## src/hw/rtl/pnf_pkg.sv

```systemverilog
// Types, constants, coefficient tables and microcode for the pink noise filter.
`timescale 1ns / 1ps

package pnf_pkg;

	localparam int SAMPLE_W  = 16;
	localparam int STATE_W   = 24;
	localparam int IN_FRAC   = SAMPLE_W - 1;
	localparam int ST_FRAC   = STATE_W - 6;
	localparam int CF        = 20;
	localparam int NPOLES    = 6;
	localparam int COEF_W    = 21;
	localparam int MB_W      = 28;
	localparam int PROD_W    = COEF_W + MB_W;
	localparam int ACC_W     = PROD_W + 1;
	localparam int PINK_W    = STATE_W + 4;
	localparam int Q_W       = STATE_W + 2;
	localparam int CFG_IDX_W = 8;
	localparam int N_STEPS   = 21;
	localparam int STEP_W    = $clog2(N_STEPS);
	localparam int IDX_W     = $clog2(NPOLES);

	typedef logic signed [SAMPLE_W-1:0] sample_t;
	typedef logic signed [STATE_W-1:0]  state_t;
	typedef logic signed [COEF_W-1:0]   coef_t;
	typedef logic [CFG_IDX_W-1:0]       cfg_idx_t;
	typedef logic [STEP_W-1:0]          step_t;
	typedef logic [IDX_W-1:0]           idx_t;

	localparam cfg_idx_t REG_OUT_MIN = cfg_idx_t'(0);
	localparam cfg_idx_t REG_OUT_MAX = cfg_idx_t'(1);

	localparam step_t STEP_IDLE = step_t'(0);
	localparam step_t STEP_OUT  = step_t'(N_STEPS - 1);

	localparam coef_t DIRECT_TAP = coef_t'(562246);
	localparam coef_t DELAY_TAP  = coef_t'(121557);
	localparam coef_t SIXTH      = coef_t'(174763);

	typedef enum logic [1:0] {
		SEQ_NEXT,
		SEQ_WAIT_IN,
		SEQ_WRITE_OUT
	} seq_t;

	typedef enum logic [2:0] {
		MA_POLE,
		MA_GAIN,
		MA_DIRECT,
		MA_DELAY,
		MA_SIXTH,
		MA_SPAN
	} mul_a_t;

	typedef enum logic [1:0] {
		MB_STATE,
		MB_WHITE,
		MB_T,
		MB_Q
	} mul_b_t;

	typedef enum logic [1:0] {
		ACC_HOLD,
		ACC_LOAD,
		ACC_ADD
	} acc_op_t;

	typedef enum logic [2:0] {
		WB_NONE,
		WB_INIT,
		WB_POLE,
		WB_DIRECT,
		WB_DELAY
	} wb_t;

	typedef struct packed {
		seq_t    seq;
		step_t   target;
		mul_a_t  ma;
		mul_b_t  mb;
		idx_t    idx;
		acc_op_t acc;
		wb_t     wb;
		idx_t    wb_idx;
	} ucode_t;

	function automatic coef_t pole_coef(input idx_t i);
		case (i)
			idx_t'(0): return coef_t'(1047381);
			idx_t'(1): return coef_t'(1041572);
			idx_t'(2): return coef_t'(1016070);
			idx_t'(3): return coef_t'(908591);
			idx_t'(4): return coef_t'(576717);
			idx_t'(5): return coef_t'(-798595);
			default:   return '0;
		endcase
	endfunction

	function automatic coef_t gain_coef(input idx_t i);
		case (i)
			idx_t'(0): return coef_t'(58215);
			idx_t'(1): return coef_t'(78723);
			idx_t'(2): return coef_t'(161326);
			idx_t'(3): return coef_t'(325568);
			idx_t'(4): return coef_t'(558841);
			idx_t'(5): return coef_t'(-17719);
			default:   return '0;
		endcase
	endfunction

	function automatic ucode_t uw(input seq_t s, input step_t t, input mul_a_t a,
		input mul_b_t b, input int i, input acc_op_t o, input wb_t w, input int wi);
		ucode_t u;
		u.seq    = s;
		u.target = t;
		u.ma     = a;
		u.mb     = b;
		u.idx    = idx_t'(i);
		u.acc    = o;
		u.wb     = w;
		u.wb_idx = idx_t'(wi);
		return u;
	endfunction

	// Pole i: multiply pole*state, then gain*white; both products pass through prod_q into acc,
	// and the sum is written back while the next pole's products run.
	function automatic ucode_t ucode(input step_t s);
		case (s)
			step_t'(0):  return uw(SEQ_WAIT_IN, STEP_IDLE, MA_POLE, MB_STATE, 0,
				ACC_HOLD, WB_INIT, 0);
			step_t'(1):  return uw(SEQ_NEXT, STEP_IDLE, MA_POLE, MB_STATE, 0, ACC_HOLD, WB_NONE, 0);
			step_t'(2):  return uw(SEQ_NEXT, STEP_IDLE, MA_GAIN, MB_WHITE, 0, ACC_LOAD, WB_NONE, 0);
			step_t'(3):  return uw(SEQ_NEXT, STEP_IDLE, MA_POLE, MB_STATE, 1, ACC_ADD, WB_NONE, 0);
			step_t'(4):  return uw(SEQ_NEXT, STEP_IDLE, MA_GAIN, MB_WHITE, 1, ACC_LOAD, WB_POLE, 0);
			step_t'(5):  return uw(SEQ_NEXT, STEP_IDLE, MA_POLE, MB_STATE, 2, ACC_ADD, WB_NONE, 0);
			step_t'(6):  return uw(SEQ_NEXT, STEP_IDLE, MA_GAIN, MB_WHITE, 2, ACC_LOAD, WB_POLE, 1);
			step_t'(7):  return uw(SEQ_NEXT, STEP_IDLE, MA_POLE, MB_STATE, 3, ACC_ADD, WB_NONE, 0);
			step_t'(8):  return uw(SEQ_NEXT, STEP_IDLE, MA_GAIN, MB_WHITE, 3, ACC_LOAD, WB_POLE, 2);
			step_t'(9):  return uw(SEQ_NEXT, STEP_IDLE, MA_POLE, MB_STATE, 4, ACC_ADD, WB_NONE, 0);
			step_t'(10): return uw(SEQ_NEXT, STEP_IDLE, MA_GAIN, MB_WHITE, 4, ACC_LOAD, WB_POLE, 3);
			step_t'(11): return uw(SEQ_NEXT, STEP_IDLE, MA_POLE, MB_STATE, 5, ACC_ADD, WB_NONE, 0);
			step_t'(12): return uw(SEQ_NEXT, STEP_IDLE, MA_GAIN, MB_WHITE, 5, ACC_LOAD, WB_POLE, 4);
			step_t'(13): return uw(SEQ_NEXT, STEP_IDLE, MA_DIRECT, MB_WHITE, 0, ACC_ADD, WB_NONE, 0);
			step_t'(14): return uw(SEQ_NEXT, STEP_IDLE, MA_DELAY, MB_WHITE, 0, ACC_LOAD, WB_POLE, 5);
			step_t'(15): return uw(SEQ_NEXT, STEP_IDLE, MA_DELAY, MB_WHITE, 0, ACC_LOAD, WB_DIRECT, 0);
			step_t'(16): return uw(SEQ_NEXT, STEP_IDLE, MA_SIXTH, MB_T, 0, ACC_HOLD, WB_DELAY, 0);
			step_t'(17): return uw(SEQ_NEXT, STEP_IDLE, MA_SIXTH, MB_T, 0, ACC_LOAD, WB_NONE, 0);
			step_t'(18): return uw(SEQ_NEXT, STEP_IDLE, MA_SPAN, MB_Q, 0, ACC_HOLD, WB_NONE, 0);
			step_t'(19): return uw(SEQ_NEXT, STEP_IDLE, MA_SPAN, MB_Q, 0, ACC_LOAD, WB_NONE, 0);
			step_t'(20): return uw(SEQ_WRITE_OUT, STEP_IDLE, MA_SPAN, MB_Q, 0,
				ACC_HOLD, WB_NONE, 0);
			default:     return uw(SEQ_NEXT, STEP_IDLE, MA_POLE, MB_STATE, 0,
				ACC_HOLD, WB_NONE, 0);
		endcase
	endfunction

endpackage

```

## src/hw/rtl/pnf_white_if.sv

```systemverilog
// Input sample channel: valid/ready with one white noise sample.
`timescale 1ns / 1ps

interface pnf_white_if;
	import pnf_pkg::*;

	logic    valid;
	logic    ready;
	sample_t white_sample;

	modport source (output valid, output white_sample, input ready);
	modport sink (input valid, input white_sample, output ready);
endinterface

```

## src/hw/rtl/pnf_pink_if.sv

```systemverilog
// Output sample channel: valid/ready with one pink noise sample.
`timescale 1ns / 1ps

interface pnf_pink_if;
	import pnf_pkg::*;

	logic    valid;
	logic    ready;
	sample_t pink_sample;

	modport source (output valid, output pink_sample, input ready);
	modport sink (input valid, input pink_sample, output ready);
endinterface

```

## src/hw/rtl/pnf_cfg_if.sv

```systemverilog
// Configuration write channel: valid/ready with register index and data.
`timescale 1ns / 1ps

interface pnf_cfg_if;
	import pnf_pkg::*;

	logic     valid;
	logic     ready;
	cfg_idx_t index;
	sample_t  data;

	modport source (output valid, output index, output data, input ready);
	modport sink (input valid, input index, input data, output ready);
endinterface

```

## src/hw/rtl/pink_noise_filter_top.sv

```systemverilog
// Top level of the pink noise filter: microcode sequencer, config registers, output register.
`timescale 1ns / 1ps

// Pink noise filter. Each white sample on the white channel becomes one pink sample on
// the pink channel, mapped into out_min..out_max and saturated. A 21-step microcode
// program runs all sixteen products (pole and gain terms of six accumulators, the direct
// and delayed taps, the 1/6 scale and the range mapping) through one shared 21x28
// multiplier, so the block takes a new sample only after the program has finished the
// last one. The result sits in an output register, so the next sample is taken while it
// waits; the program stalls only on its last step if that register is still full.
// Config writes are accepted at any time but must be made between samples.
module pink_noise_filter_top (
	input logic       clk,
	input logic       arst_n,
	pnf_white_if.sink white,
	pnf_pink_if.source pink,
	pnf_cfg_if.sink   cfg
);
	import pnf_pkg::*;

	step_t   step_q;
	sample_t out_min_q;
	sample_t out_max_q;
	logic    out_valid_q;
	sample_t out_data_q;

	ucode_t  uc;
	logic    in_xfer;
	logic    out_free;
	logic    out_write;
	sample_t pink_next;

	assign uc        = ucode(step_q);
	assign in_xfer   = white.valid & white.ready;
	assign out_free  = !out_valid_q || pink.ready;
	assign out_write = (uc.seq == SEQ_WRITE_OUT) && out_free;

	assign white.ready      = (uc.seq == SEQ_WAIT_IN);
	assign pink.valid       = out_valid_q;
	assign pink.pink_sample = out_data_q;
	assign cfg.ready        = 1'b1;

	pnf_datapath u_dp (
		.clk          (clk),
		.arst_n       (arst_n),
		.uc           (uc),
		.white_load   (in_xfer),
		.white_sample (white.white_sample),
		.out_min      (out_min_q),
		.out_max      (out_max_q),
		.pink_next    (pink_next)
	);

	always_ff @(posedge clk or negedge arst_n) begin
		if (!arst_n) begin
			step_q <= STEP_IDLE;
		end else begin
			case (uc.seq)
				SEQ_WAIT_IN: begin
					if (in_xfer)
						step_q <= step_t'(step_q + 1'b1);
					else
						step_q <= uc.target;
				end
				SEQ_WRITE_OUT: begin
					// hold on the last step until the output register frees up
					if (out_free)
						step_q <= uc.target;
				end
				default: step_q <= step_t'(step_q + 1'b1);
			endcase
		end
	end

	always_ff @(posedge clk or negedge arst_n) begin
		if (!arst_n) begin
			out_valid_q <= 1'b0;
		end else begin
			if (out_write)
				out_valid_q <= 1'b1;
			else if (pink.ready)
				out_valid_q <= 1'b0;
		end
	end

	always_ff @(posedge clk) begin
		if (out_write)
			out_data_q <= pink_next;
	end

	always_ff @(posedge clk or negedge arst_n) begin
		if (!arst_n) begin
			out_min_q <= {1'b1, {(SAMPLE_W-1){1'b0}}};
			out_max_q <= {1'b0, {(SAMPLE_W-1){1'b1}}};
		end else if (cfg.valid && cfg.ready) begin
			case (cfg.index)
				REG_OUT_MIN: out_min_q <= cfg.data;
				REG_OUT_MAX: out_max_q <= cfg.data;
				default: ;
			endcase
		end
	end

endmodule

```

## src/hw/rtl/pnf_datapath.sv

```systemverilog
// Shared-multiplier datapath of the pink noise filter, driven by microcode words.
`timescale 1ns / 1ps

module pnf_datapath (
	input  logic             clk,
	input  logic             arst_n,
	input  pnf_pkg::ucode_t  uc,
	input  logic             white_load,
	input  pnf_pkg::sample_t white_sample,
	input  pnf_pkg::sample_t out_min,
	input  pnf_pkg::sample_t out_max,
	output pnf_pkg::sample_t pink_next
);
	import pnf_pkg::*;

	localparam int WHITE_W = SAMPLE_W + ST_FRAC - IN_FRAC;
	localparam int R20_W   = ACC_W - CF;
	localparam int R18_W   = ACC_W - ST_FRAC;
	localparam int T_W     = STATE_W + 1;
	localparam int Y_W     = R20_W + 1;
	localparam int SPAN_W  = SAMPLE_W + 1;

	function automatic state_t sat_r20(input logic signed [R20_W-1:0] v);
		if ((&v[R20_W-1:STATE_W-1]) || !(|v[R20_W-1:STATE_W-1]))
			return v[STATE_W-1:0];
		return v[R20_W-1] ? {1'b1, {(STATE_W-1){1'b0}}} : {1'b0, {(STATE_W-1){1'b1}}};
	endfunction

	function automatic state_t sat_pink(input logic signed [PINK_W-1:0] v);
		if ((&v[PINK_W-1:STATE_W-1]) || !(|v[PINK_W-1:STATE_W-1]))
			return v[STATE_W-1:0];
		return v[PINK_W-1] ? {1'b1, {(STATE_W-1){1'b0}}} : {1'b0, {(STATE_W-1){1'b1}}};
	endfunction

	function automatic sample_t sat_out(input logic signed [Y_W-1:0] v);
		if ((&v[Y_W-1:SAMPLE_W-1]) || !(|v[Y_W-1:SAMPLE_W-1]))
			return v[SAMPLE_W-1:0];
		return v[Y_W-1] ? {1'b1, {(SAMPLE_W-1){1'b0}}} : {1'b0, {(SAMPLE_W-1){1'b1}}};
	endfunction

	state_t                    state_q [NPOLES];
	state_t                    delay_q;
	logic signed [WHITE_W-1:0] white_q;
	logic signed [PROD_W-1:0]  prod_q;
	logic signed [ACC_W-1:0]   acc_q;
	logic signed [PINK_W-1:0]  pink_q;

	state_t                    state_rd;
	coef_t                     mul_a;
	logic signed [MB_W-1:0]    mul_b;
	logic signed [PROD_W-1:0]  mul_p;
	logic signed [ACC_W-1:0]   acc_b20;
	logic signed [ACC_W-1:0]   acc_b18;
	logic signed [R20_W-1:0]   rnd20;
	logic signed [R18_W-1:0]   rnd18;
	logic signed [Q_W-1:0]     q_val;
	state_t                    sat20;
	logic signed [T_W-1:0]     t_val;
	logic signed [SPAN_W-1:0]  span;
	logic signed [Y_W-1:0]     y_wide;

	assign state_rd = (uc.idx < idx_t'(NPOLES)) ? state_q[uc.idx] : '0;

	// Round half up: add half an LSB, then shift arithmetically.
	assign acc_b20 = acc_q + (ACC_W'(1) <<< (CF - 1));
	assign acc_b18 = acc_q + (ACC_W'(1) <<< (ST_FRAC - 1));
	assign rnd20   = acc_b20[ACC_W-1:CF];
	assign rnd18   = acc_b18[ACC_W-1:ST_FRAC];
	assign q_val   = rnd18[Q_W-1:0];
	assign sat20   = sat_r20(rnd20);

	assign t_val = T_W'(sat_pink(pink_q)) + (T_W'(3) <<< ST_FRAC);
	assign span  = SPAN_W'(out_max) - SPAN_W'(out_min);

	assign y_wide    = Y_W'(rnd20) + Y_W'(out_min);
	assign pink_next = sat_out(y_wide);

	always_comb begin
		case (uc.ma)
			MA_POLE:   mul_a = pole_coef(uc.idx);
			MA_GAIN:   mul_a = gain_coef(uc.idx);
			MA_DIRECT: mul_a = DIRECT_TAP;
			MA_DELAY:  mul_a = DELAY_TAP;
			MA_SIXTH:  mul_a = SIXTH;
			MA_SPAN:   mul_a = COEF_W'(span);
			default:   mul_a = '0;
		endcase
	end

	always_comb begin
		case (uc.mb)
			MB_STATE: mul_b = MB_W'(state_rd);
			MB_WHITE: mul_b = MB_W'(white_q);
			MB_T:     mul_b = MB_W'(t_val);
			MB_Q:     mul_b = MB_W'(q_val);
			default:  mul_b = '0;
		endcase
	end

	assign mul_p = mul_a * mul_b;

	always_ff @(posedge clk) begin
		prod_q <= mul_p;
		if (white_load)
			white_q <= WHITE_W'(white_sample) <<< (ST_FRAC - IN_FRAC);
		case (uc.acc)
			ACC_LOAD: acc_q <= ACC_W'(prod_q);
			ACC_ADD:  acc_q <= acc_q + ACC_W'(prod_q);
			default:  acc_q <= acc_q;
		endcase
		case (uc.wb)
			WB_INIT:   pink_q <= PINK_W'(delay_q);
			WB_POLE:   pink_q <= pink_q + PINK_W'(sat20);
			WB_DIRECT: pink_q <= pink_q + PINK_W'(rnd20);
			default:   pink_q <= pink_q;
		endcase
	end

	always_ff @(posedge clk or negedge arst_n) begin
		if (!arst_n) begin
			for (int i = 0; i < NPOLES; i++)
				state_q[i] <= '0;
			delay_q <= '0;
		end else begin
			if (uc.wb == WB_POLE && uc.wb_idx < idx_t'(NPOLES))
				state_q[uc.wb_idx] <= sat20;
			if (uc.wb == WB_DELAY)
				delay_q <= sat20;
		end
	end

endmodule

```

## src/flat_wrapper.sv

```systemverilog
// flat-port wrapper written by rule: the top's interface ports become plain ports
module pink_noise_filter_top_flat import pnf_pkg::*;
  (clk, arst_n, white_valid, white_white_sample, white_ready, pink_valid, pink_pink_sample, pink_ready, cfg_valid, cfg_index, cfg_data, cfg_ready);
  pnf_white_if white_i ();
  pnf_pink_if pink_i ();
  pnf_cfg_if cfg_i ();
  input logic clk;
  input logic arst_n;
  input wire logic [$bits(white_i.valid)-1:0] white_valid;
  input wire logic [$bits(white_i.white_sample)-1:0] white_white_sample;
  output wire logic [$bits(white_i.ready)-1:0] white_ready;
  output wire logic [$bits(pink_i.valid)-1:0] pink_valid;
  output wire logic [$bits(pink_i.pink_sample)-1:0] pink_pink_sample;
  input wire logic [$bits(pink_i.ready)-1:0] pink_ready;
  input wire logic [$bits(cfg_i.valid)-1:0] cfg_valid;
  input wire logic [$bits(cfg_i.index)-1:0] cfg_index;
  input wire logic [$bits(cfg_i.data)-1:0] cfg_data;
  output wire logic [$bits(cfg_i.ready)-1:0] cfg_ready;
  assign white_i.valid = white_valid;
  assign white_i.white_sample = white_white_sample;
  assign white_ready = white_i.ready;
  assign pink_valid = pink_i.valid;
  assign pink_pink_sample = pink_i.pink_sample;
  assign pink_i.ready = pink_ready;
  assign cfg_i.valid = cfg_valid;
  assign cfg_i.index = cfg_index;
  assign cfg_i.data = cfg_data;
  assign cfg_ready = cfg_i.ready;
  pink_noise_filter_top u_core (.clk(clk), .arst_n(arst_n), .white(white_i), .pink(pink_i), .cfg(cfg_i));
endmodule
```

## config.mk

```make
export PLATFORM = sky130hd
export DESIGN_NAME = pink_noise_filter_top_flat
export DESIGN_NICKNAME = d
export VERILOG_FILES = /design/src/hw/rtl/pnf_pkg.sv /design/src/hw/rtl/pnf_white_if.sv /design/src/hw/rtl/pnf_pink_if.sv /design/src/hw/rtl/pnf_cfg_if.sv /design/src/hw/rtl/pink_noise_filter_top.sv /design/src/hw/rtl/pnf_datapath.sv /design/src/flat_wrapper.sv
export SDC_FILE = /design/constraint.sdc
export NUM_CORES = 2
export LEC_CHECK = 0
export ABC_AREA = 1
export BUFFER_PORTS_ARGS = -buffer_cell sky130_fd_sc_hd__buf_2
export CAP_MARGIN = 5
export CORE_MARGIN = 2
export CORE_UTILIZATION = 25
export DETAILED_ROUTE_END_ITERATION = 8
export GPL_TIMING_DRIVEN = 0
export PLACE_DENSITY_LB_ADDON = 0.05
export SLEW_MARGIN = 20
export SYNTH_ARGS = -nofsm -noshare
export SYNTH_HDL_FRONTEND = slang
export SYNTH_SLANG_ARGS = --single-unit
export TNS_END_PERCENT = 5
```

## constraint.sdc

```tcl
create_clock -name clk -period 9.9 [get_ports clk]
set_clock_uncertainty 0.15 [all_clocks]
set_input_delay 1.98 -clock clk [delete_from_list [all_inputs] [get_ports clk]]
set_output_delay 1.98 -clock clk [all_outputs]
set_load 0.005 [all_outputs]
```

==> impl_results.md <==
- Status: finished, final reports clean
- Max stage delay on crit path: 0.57 ns
- Crit path buffers/inverters: 8
- DR iter-0 viols: 2830
- Slew HR: approximately a quarter
- Total number of vias: 41500
- Clock Path Buffers: 3
- Initial antenna violation count: 4
- Actual slew at the worst max-slew pin: ~1.1 ns
- Unrepaired setup endpoints after global routing: yes
- Post-synth top flop: dfrtp_1
- Crit Path Class: flip-flop to flip-flop
- Port bufs: 62
- Seq cells post-synth: 365
- Die H: 435 microns
- Starting Density: 25.1%
- WL/cell: 24.0 microns
- Share of the yosys chip area belonging to registers: 20.3%
- Wirelength, routed: ~210000 microns
- Clk root buf: clkbuf_16
- Asr flop ratio synth: ~56%
- Inserted Clock Buffers: 51
- Slowest CP cell: fa_1
- IO Pins: 64
- CTS tree: built
- Vias per cell: 4.64
- Finished Core Util: 28.5%
- Clock slew at reported path FFs: approximately 0.060 ns
- Syn Area/Cell: 7.45 sq um
- Critical Path Sink Type: flip-flop
- Post-route setup TNS: 0 ns
- GR Overflow Total: 0
- Synthesis-to-finish area growth: 13.3%
- Post-DP HPWL: 180000 microns
- Site row count: 158
- Ys Warns: 0
- Netlist Area Pre-Place: about 47000 sq um
- Number of enable flip-flop cells after synthesis: 110
- Worst-Skew Late Latency: approximately 0.67 ns
- Slew Viols, Final: 0
- Fin cells: 8926
- Final setup viols: 0
- Synthesized instance count: between 6000 and 7000
- Die area: 189000 sq um
- Layout cells sized above 1: 8.89%
- Area contributors post-synth: fa_1 25%, nand2_1 14%, dfrtp_1 10%, inv_1 8.9%, edfxtp_1 7.1%
- Fmax achieved: 105 MHz
- MaxCap Viol Count: 0
- All-layer global routing usage: a little under a quarter
- Largest area contributor in the netlist: fa_1
- Fin. Hold Viols: 0
- Fin crit share: 96.5%
- Vias in the first global route: approximately 43000
- Cell variety after synth: 68
- Core Area: 185000 sq um
- CP arrival: 9.90 ns
- Crit start category: flip-flop
- Detail Route Antenna Nets: 0
- Critical-path maximum fanout: 9
- Hold buffers post-CTS: 0
- Reg2Reg Setup Slack: about 0.34 ns
- HP Class: flip-flop to flip-flop
- Synth top area share: 24.5%
- Required @ worst endpoint: 10.24 ns
- Crit-path leading delay family: adder cells
- Initial DRT Pass Iterations: 6
- Final net count: 7270
- Clk sinks: roughly 370
- Cell count after placement: between 8000 and 9000
- Htree depth: 2
- First-pass GRT wire length: 312000 microns
- Net Count, Synth: 7116
- DR DRC count: 0
- Largest net degree at the start of global routing: 84
- Die width: 435 microns
- Min cycle time layout: 9.56 ns
- GP Congestion: 0.908
## metal layers
metal	vias up	GRT usage [%]	part of all wire, %
met1	20800	31.4	47
li1	19700	-	-
met5	-	0	0.0033
met3	165	1.99	3.7
met4	2	5.19	2.7
met2	842	37.8	47
## cell usage after synthesis, types with 54 or more instances
cell type and n:
inv_1 1108, nand2_1 1688, edfxtp_1 110, nand4_1 54
ha_1 255, buf_2 63, a21oi_1 231, nor2_1 558
o21ai_0 249, xor2_1 81, dfrtp_1 190, nand3_1 418
clkbuf_1 66, fa_1 570
## path summary, 6_finish.rpt
path	startpoint	depth (start not counted)	end
min reg2reg	u_core.u_dp.state_q[108]$_DFFE_PN0P_	2	u_core.u_dp.state_q[108]$_DFFE_PN0P_
max in group asynchronous	arst_n	3	u_core.u_dp.state_q[109]$_DFFE_PN0P_
min	u_core.u_dp.state_q[108]$_DFFE_PN0P_	2	u_core.u_dp.state_q[108]$_DFFE_PN0P_
max	u_core.u_dp.acc_q[17]$_DFFE_PP_	35	u_core.u_dp.prod_q[35]$_DFF_P_
min in group asynchronous	arst_n	1	u_core.out_min_q[9]$_DFFE_PN0P_
max reg2reg	u_core.u_dp.acc_q[17]$_DFFE_PP_	35	u_core.u_dp.prod_q[35]$_DFF_P_
## layout make-up
cell class,count,area (sq um)
Clock buffer,75,1480
Timing Repair Buffer,102,722
Tap cell,2480,3100
Antenna cell,3,7.51
Fill cell,20600,132000
Multi-Input combinational cell,4537,32100
Sequential cell,365,9460
Clock inverter,21,244
Inverter,1161,4400
Buffer,182,1130
## placed cells by master, fill, tap and decap left out, types with 45 or more instances in the layout
cell       Yosys  final
a21oi_1      231    227
buf_2         63     98
buf_4         33     71
clkbuf_1      66     73
clkbuf_16      0     52
dfrtp_1      190    189
dfxtp_1       49     49
edfxtp_1     110    110
fa_1         570    568
ha_1         255    251
inv_1       1108   1096
inv_2         50     50
nand2_1     1688   1676
nand2_2       44     45
nand3_1      418    410
nand4_1       54     54
nor2_1       558    544
o21ai_0      249    238
xor2_1        81     78
## flip-flops by register name, indices dropped and copies added (netlist names)
name,flops
u_core.out_min_q,16
u_core.step_q,5
u_core.u_dp.delay_q,24
u_core.u_dp.pink_q,28
u_core.u_dp.prod_q,49
u_core.u_dp.acc_q,50
u_core.u_dp.state_q,144
u_core.u_dp.white_q,16
u_core.pink.pink_sample,16
u_core.out_max_q,16
u_core.pink.valid,1
## cell families after synthesis
logic type	share of synthesized area (%)
other	0.00806
buffers and inverters	11.6
AOI/OAI and AO/OA	8.21
DFF	20.3
adders and majority gates	31.4
and+or+nand+nor	26.3
xor gates and xnor gates	2.20
## worst register-to-register path: cells and delay by family (launching register included)
family | cells | cell delay, ns
buffers and inverters | 8 | 0.91
adders and majority gates | 9 | 4.42
DFF | 1 | 0.54
and+or+nand+nor | 10 | 1.53
AOI/OAI and AO/OA | 8 | 1.85
## metrics by stage
| stage | hold slack (ns) | setup slack (ns) | instance area [sq um] |
|---|---|---|---|
| after floorplan | 0.291 | 1.88 | 46500 |
| after global placement | 0.306 | -1.20 | 49900 |
| after detailed placement | 0.307 | -1.17 | 50100 |
| after CTS | 0.324 | -0.0366 | 52100 |
| after global routing | 0.345 | -0.0103 | 52700 |
| final | 0.322 | 0.342 | 52700 |
## timing repair
action                                  in CTS  in global routing
buffers inserted                             7                 28
pin swaps                                    7                 13
endpoints found under the setup margin      31                 27
resized for setup                           76                102
Power is left out: the tool's default activity adds up to more than one toggle a clock period on the data nets, which glitch-free logic cannot reach.
